==> src/rtl/stwa_pkg.sv <==
// Shared types and constants for the spot table with aging.
// Used by stwa_cell and spot_table_with_aging_core.
package stwa_pkg;

   localparam int BANDS_DEF   = 16;
   localparam int ENTRIES_DEF = 256;
   localparam int KEY_W       = 60;
   localparam int FREQ_W      = 32;
   localparam int TIME_W      = 32;
   localparam int MODE_W      = 4;
   localparam int TOL_W       = 16;
   localparam int LIFE_W      = 10;
   localparam int LIMIT_W     = 16;
   localparam int COUNT_W     = 9;
   localparam int INDEX_W     = 8;
   localparam int CSR_IDX_W   = 2;
   localparam logic [LIMIT_W-1:0] SECS_PER_MIN = 16'd60;

   typedef enum logic [2:0] {
      OP_UPDATE = 3'd0,
      OP_SCAN   = 3'd1,
      OP_AGE    = 3'd2,
      OP_DELETE = 3'd3,
      OP_LOOKUP = 3'd4
   } op_type;

   typedef enum logic [1:0] {
      ST_OK        = 2'd0,
      ST_NOT_FOUND = 2'd1,
      ST_FULL      = 2'd2,
      ST_BAD_BAND  = 2'd3
   } status_type;

   typedef enum logic [CSR_IDX_W-1:0] {
      CSR_TOL  = 2'd0,
      CSR_LIFE = 2'd1,
      CSR_OWN  = 2'd2
   } csr_type;

   // request-wide values, held for the whole pass
   typedef struct packed {
      op_type               op;
      logic [KEY_W-1:0]     key;
      logic [FREQ_W-1:0]    freq;
      logic [MODE_W-1:0]    mode;
      logic [TIME_W-1:0]    now;
      logic [KEY_W-1:0]     own;
      logic [TOL_W-1:0]     tol;
      logic [LIMIT_W-1:0]   limit;
   } ctl_type;

   // running result handed from cell to cell
   typedef struct packed {
      logic                 hit;
      logic                 free;
      logic [COUNT_W-1:0]   count;
   } acc_type;

endpackage

==> src/rtl/stwa_cell.sv <==
// One slot position of the table: holds that slot for every band and
// updates the running result as the scan token passes. Uses stwa_pkg.
module stwa_cell
   import stwa_pkg::*;
#(
   parameter int BANDS    = BANDS_DEF,
   parameter int ENTRIES  = ENTRIES_DEF,
   parameter int CELL_IDX = 0
) (
   input  logic                                  clock,
   input  logic                                  reset,
   input  ctl_type                               ctl,
   input  logic [((BANDS > 2) ? $clog2(BANDS-1) : 1)-1:0] addr,
   input  logic                                  rd_en,
   input  logic                                  clr_en,
   input  logic                                  wr_en,
   input  logic [$clog2(ENTRIES)-1:0]            wr_slot,
   input  logic                                  go_in,
   input  acc_type                               acc_in,
   input  logic [$clog2(ENTRIES)-1:0]            hit_idx_in,
   input  logic [$clog2(ENTRIES)-1:0]            free_idx_in,
   output logic                                  go_out,
   output acc_type                               acc_out,
   output logic [$clog2(ENTRIES)-1:0]            hit_idx_out,
   output logic [$clog2(ENTRIES)-1:0]            free_idx_out
);

   localparam int IDX_W  = $clog2(ENTRIES);
   localparam int DEPTH  = BANDS - 1;
   localparam logic [IDX_W-1:0] MY_IDX = IDX_W'(CELL_IDX);

   logic [KEY_W-1:0]  key_mem  [DEPTH];
   logic [FREQ_W-1:0] freq_mem [DEPTH];
   logic [TIME_W-1:0] time_mem [DEPTH];
   logic [MODE_W-1:0] mode_mem [DEPTH];
   logic              mark_mem [DEPTH];

   logic [KEY_W-1:0]  rd_key_ff;
   logic [FREQ_W-1:0] rd_freq_ff;
   logic [TIME_W-1:0] rd_time_ff;

   logic              go_ff;
   acc_type           acc_ff, acc_in_nx;
   logic [IDX_W-1:0]  hit_idx_ff, hit_idx_in_nx;
   logic [IDX_W-1:0]  free_idx_ff, free_idx_in_nx;

   logic              key_we, data_we, mark_we, mark_wd;
   logic [KEY_W-1:0]  key_wd;
   logic              occupied, near, old;
   logic [FREQ_W-1:0] freq_gap;

   assign occupied = (rd_key_ff != '0);
   assign freq_gap = (rd_freq_ff >= ctl.freq) ? (rd_freq_ff - ctl.freq)
                                              : (ctl.freq - rd_freq_ff);
   assign near = (freq_gap < {{(FREQ_W-TOL_W){1'b0}}, ctl.tol});
   // age is signed: a stamp in the future never ages out
   assign old = (ctl.now > rd_time_ff) &&
                ((ctl.now - rd_time_ff) > {{(TIME_W-LIMIT_W){1'b0}}, ctl.limit});

   always_comb begin
      acc_in_nx      = acc_in;
      hit_idx_in_nx  = hit_idx_in;
      free_idx_in_nx = free_idx_in;
      key_we  = 1'b0;
      key_wd  = '0;
      data_we = 1'b0;
      mark_we = 1'b0;
      mark_wd = 1'b0;
      if (clr_en) begin
         key_we  = 1'b1;
         mark_we = 1'b1;
      end else if (wr_en && (wr_slot == MY_IDX)) begin
         key_we  = 1'b1;
         key_wd  = ctl.key;
         data_we = 1'b1;
      end else if (go_in) begin
         case (ctl.op)
            OP_UPDATE: begin
               if (!occupied) begin
                  if (!acc_in.free) begin
                     acc_in_nx.free = 1'b1;
                     free_idx_in_nx = MY_IDX;
                  end
               end else if (!acc_in.hit && (rd_key_ff == ctl.key)) begin
                  acc_in_nx.hit = 1'b1;
                  hit_idx_in_nx = MY_IDX;
               end
            end
            OP_SCAN: begin
               if (occupied && (rd_key_ff != ctl.own)) begin
                  mark_we = 1'b1;
                  mark_wd = near;
                  if (near && !acc_in.hit) begin
                     acc_in_nx.hit = 1'b1;
                     hit_idx_in_nx = MY_IDX;
                  end
               end
            end
            OP_AGE: begin
               if (occupied) begin
                  acc_in_nx.count = acc_in.count + COUNT_W'(1);
                  key_we = old;
               end
            end
            OP_DELETE, OP_LOOKUP: begin
               if ((ctl.key != '0) && !acc_in.hit && (rd_key_ff == ctl.key)) begin
                  acc_in_nx.hit = 1'b1;
                  hit_idx_in_nx = MY_IDX;
                  key_we = (ctl.op == OP_DELETE);
               end
            end
            default: ;
         endcase
      end
   end

   always_ff @(posedge clock) begin
      if (rd_en) begin
         rd_key_ff  <= key_mem[addr];
         rd_freq_ff <= freq_mem[addr];
         rd_time_ff <= time_mem[addr];
      end
      if (key_we) key_mem[addr] <= key_wd;
      if (data_we) begin
         freq_mem[addr] <= ctl.freq;
         time_mem[addr] <= ctl.now;
         mode_mem[addr] <= ctl.mode;
      end
      if (mark_we) mark_mem[addr] <= mark_wd;
   end

   always_ff @(posedge clock) begin
      if (reset) begin
         go_ff <= 1'b0;
      end else begin
         go_ff <= go_in;
      end
      acc_ff      <= acc_in_nx;
      hit_idx_ff  <= hit_idx_in_nx;
      free_idx_ff <= free_idx_in_nx;
   end

   assign go_out       = go_ff;
   assign acc_out      = acc_ff;
   assign hit_idx_out  = hit_idx_ff;
   assign free_idx_out = free_idx_ff;

endmodule

==> config.mk <==
export PLATFORM = sky130hd
export DESIGN_NAME = stwa_cell
export DESIGN_NICKNAME = d
export VERILOG_FILES = /design/src/rtl/stwa_pkg.sv /design/src/rtl/stwa_cell.sv
export SDC_FILE = /design/constraint.sdc
export NUM_CORES = 2
export LEC_CHECK = 0
export BUFFER_PORTS_ARGS = -buffer_cell sky130_fd_sc_hd__buf_2
export CAP_MARGIN = 20
export CORE_MARGIN = 8
export CORE_UTILIZATION = 38
export DETAILED_ROUTE_END_ITERATION = 8
export PLACE_DENSITY = 0.61
export SETUP_SLACK_MARGIN = 0.2
export SYNTH_ARGS = -nofsm -noshare
export SYNTH_HDL_FRONTEND = slang
export SYNTH_SLANG_ARGS = --single-unit
==> constraint.sdc <==
create_clock -name clock -period 12.2 [get_ports clock]
set_input_delay 0.61 -clock clock [delete_from_list [all_inputs] [get_ports clock]]
set_output_delay 0.61 -clock clock [all_outputs]
set_load 0.02 [all_outputs]
==> flow_metrics.env <==
export IMPL_status="finished clean"
export IMPL_synthMostInstantiatedCell="edfxtp_1"
export IMPL_ant_nets=0
export IMPL_numPortBuffers=291
export IMPL_yosys_area_top_type_share_pct=71.6
export IMPL_dr_pass1_iters=7
export IMPL_h_tree_depth=4
export IMPL_max_vdd_ir_drop_mv=0.142
export IMPL_cp_cell_sequence="ha_1, inv_1, fa_1, a21o_1, a221o_1, a21o_1, a21oi_1, o21ai_0, a21oi_1, nor2_1, nor2_1, xnor2_1, ha_1, a21o_1, a21o_1, a21oi_1, o21ai_0, a222oi_1, and3_1, nand4_1, nor4_1, a41o_1, nor3_2, buf_4"
export IMPL_grt_total_usage_pct=17.7
export IMPL_required_ps=12610
export IMPL_finalSetupViolations=0
export IMPL_timing_final_ws_setup_ps=5370
export IMPL_post_cts_resized=0
export IMPL_slew_headroom_pct=18.9
export IMPL_synth_cell_types=73
export IMPL_io_pin_count=296
export IMPL_fp_row_count=172
export IMPL_whs_ps=116
export IMPL_hold_class="input pin to flop"
export IMPL_dr_first_iter_drc_count=4339
export IMPL_path_max_fanout=50
export IMPL_clock_latency_ps=850
export IMPL_vias_per_cell=5.56
export IMPL_cts_inserted_buffers=203
export IMPL_ctsHoldBuffers=28
export IMPL_cap_violations=0
export IMPL_clk_pin_slew_ps=70
export IMPL_synth_seq_cells=2012
export IMPL_p_per_area_nw_per_um2=154
export IMPL_cts_setup_buffers=0
export IMPL_synth_cells=4406
export IMPL_startpoint_type="flop"
export IMPL_fp_dieW_um=484
export IMPL_cts_tree="done"
export IMPL_final_area_um2=95300
export IMPL_ys_flop_type="edfxtp_1"
export IMPL_start_util_pct=38.1
export IMPL_grt_start_max_net_pins=160
export IMPL_cp_arrival_ps=7240
export IMPL_finalNonFillerCells=7854
export IMPL_finalMaxSlewViolations=0
export IMPL_cts_root_buf="clkbuf_16"
export IMPL_drt_wl_total_um=214000
export IMPL_dieArea_um2=234000
export IMPL_utilization_pct=43.6
export IMPL_grt_ovfl_total=0
export IMPL_postSynthAreaPerCell_um2=18.9
export IMPL_worstMarginPinSlew_ps=1210
export IMPL_dpl_cell_area_um2=88400
export IMPL_path_class="flop to flop"
export IMPL_dp_hpwl_um=124000
export IMPL_place_inst=7451
export IMPL_slowest_delay_ps=930
export IMPL_seq_area_frac_synth_pct=72.2
export IMPL_netlist_top_cells_area="edfxtp_1, mux4_2, ha_1, mux2i_1, o21ai_0"
export IMPL_synth_nets=4804
export IMPL_p_total_mw=14.7
export IMPL_hold_violations=0
export IMPL_grt_pass1_vias=44300
export IMPL_synthArstFlopShare_pct=0
export IMPL_crit_buf_inv=2
export IMPL_path_common_cell="a21o_1"
export IMPL_layout_drive_gt1_share_pct=24.3
export IMPL_ys_warn_count=0
export IMPL_die_h_um=484
export IMPL_period_minus_slack_ps=6830
export IMPL_synth_commonest_cells="edfxtp_1, mux4_2, nand2_1, o21ai_0, inv_1"
export IMPL_grt_pass1_wl_um=309000
export IMPL_core_um2=219000
export IMPL_netlist_area_um2=83200
export IMPL_skew_ps=52.5
export IMPL_path_delay_family="compound AO/OA/AOI/OAI gates"
export IMPL_end_kind="flop"
export IMPL_vias=43600
export IMPL_critPathSlowestCell="a41o_1"
export IMPL_rsz0062_at_grt="false"
export IMPL_drc=0
export IMPL_clockBufferDepth=3
export IMPL_areaGrowthSynthToFinish_pct=14.5
export IMPL_gp_congestion=0.925
export IMPL_setup_tns_ps=0
export IMPL_clkSinkCount=2012
export IMPL_max_freq_ghz=0.147
export IMPL_period_share_pct=55.9
export IMPL_antenna_found_initial=30
export IMPL_synth_top_cell_by_area="edfxtp_1"
export IMPL_pre_cts_slack_ps=4810
export IMPL_wire_per_inst_um=27.3
export IMPL_synth_edff_count=1984
export IMPL_nets=5211
export IMPL_power_static_leakage_nw=33.9
-- cells by family (layout without fill, tap and decap cells) --
kind of cell    after synthesis  count (layout)  share of synthesized area (%)
mux                         637             637                           15.1
flops                      2012            2012                           72.2
compound gates              470             470                           3.38
xor+xnor                    180             180                           1.89
simple gates                624             624                           3.73
fa+ha+maj                   130             130                           1.98
other cells                   0               8                              0
buf+inv                     353             922                           1.64
-- worst reg2reg max path: cells and delay by family, from the launching register on --
family	cells	cell delay [ps]
AO/OA/AOI/OAI	12	3340
AND/OR/NAND/NOR	6	1210
adder cells (fa/ha/maj)	3	760
buffers and inverters	2	610
flip-flops	1	330
XOR/XNOR	1	100
-- cells in the final DEF, fill, tap and decap left out, drive strengths merged, types with 12 or more instances in the layout --
master       synthesis  layout
o21a                12      12
bufinv               0      17
clkbuf             130     239
xnor2               96      96
nor3                31      31
nor4                61      61
and3                15      15
mux2i              137     137
ha                 127     127
a21oi              117     117
nor2b               16      16
mux4               496     496
dlygate4sd3          0      28
inv                152     162
buf                 71     373
nand2              222     222
nor2                90      90
o21ai              200     200
a21o                49      49
clkinv               0      92
xor2                84      84
o21bai              15      15
edfxtp            1984    1984
nand3               32      32
dfxtp               28      28
and2                62      62
nand4               52      52
-- layout make-up --
type,instances,area [um^2]
fill,18800,123000
sequential,2012,60100
clock buffer,237,5230
tap,2871,3590
clock inverter,130,1290
inverter,152,571
timing repair buffer,403,2470
antenna,8,20.0
multi-input combinational,2041,22000
-- path summary, 6_finish.rpt --
| path | startpoint | endpoint | slack [ps] | cells past startpoint |
|---|---|---|---|---|
| max | rd_time_ff[0] | key_mem[2][9] | 5370 | 24 |
| max reg2reg | rd_time_ff[0] | key_mem[2][9] | 5370 | 24 |
| min reg2reg | freq_mem[14][29] | rd_freq_ff[29] | 720 | 3 |
| min | acc_in[10] | acc_out[10] | 120 | 3 |
-- metal layers --
layer | up-vias | track usage, % | wire, um
met5 | - | 0 | 28
met3 | 298 | 3.16 | 15200
met2 | 1609 | 29.4 | 105000
li1 | 18600 | - | -
met1 | 23100 | 24.4 | 89300
met4 | 6 | 4.35 | 4780
-- power breakdown --
group | switching, mW | total (mW) | internal (mW)
sequential | 0.0235 | 7.61 | 7.59
clock | 2.65 | 6.09 | 3.44
combinational | 0.616 | 1.01 | 0.391
total | 3.29 | 14.7 | 11.4
-- state kept, by name (all words and copies together) (netlist names), 11 cells and up --
register    flops
freq_mem      480
rd_time_ff     32
rd_freq_ff     32
key_mem       900
rd_key_ff      60
acc_out        11
time_mem      480
Power figures use the tool's default switching activity.
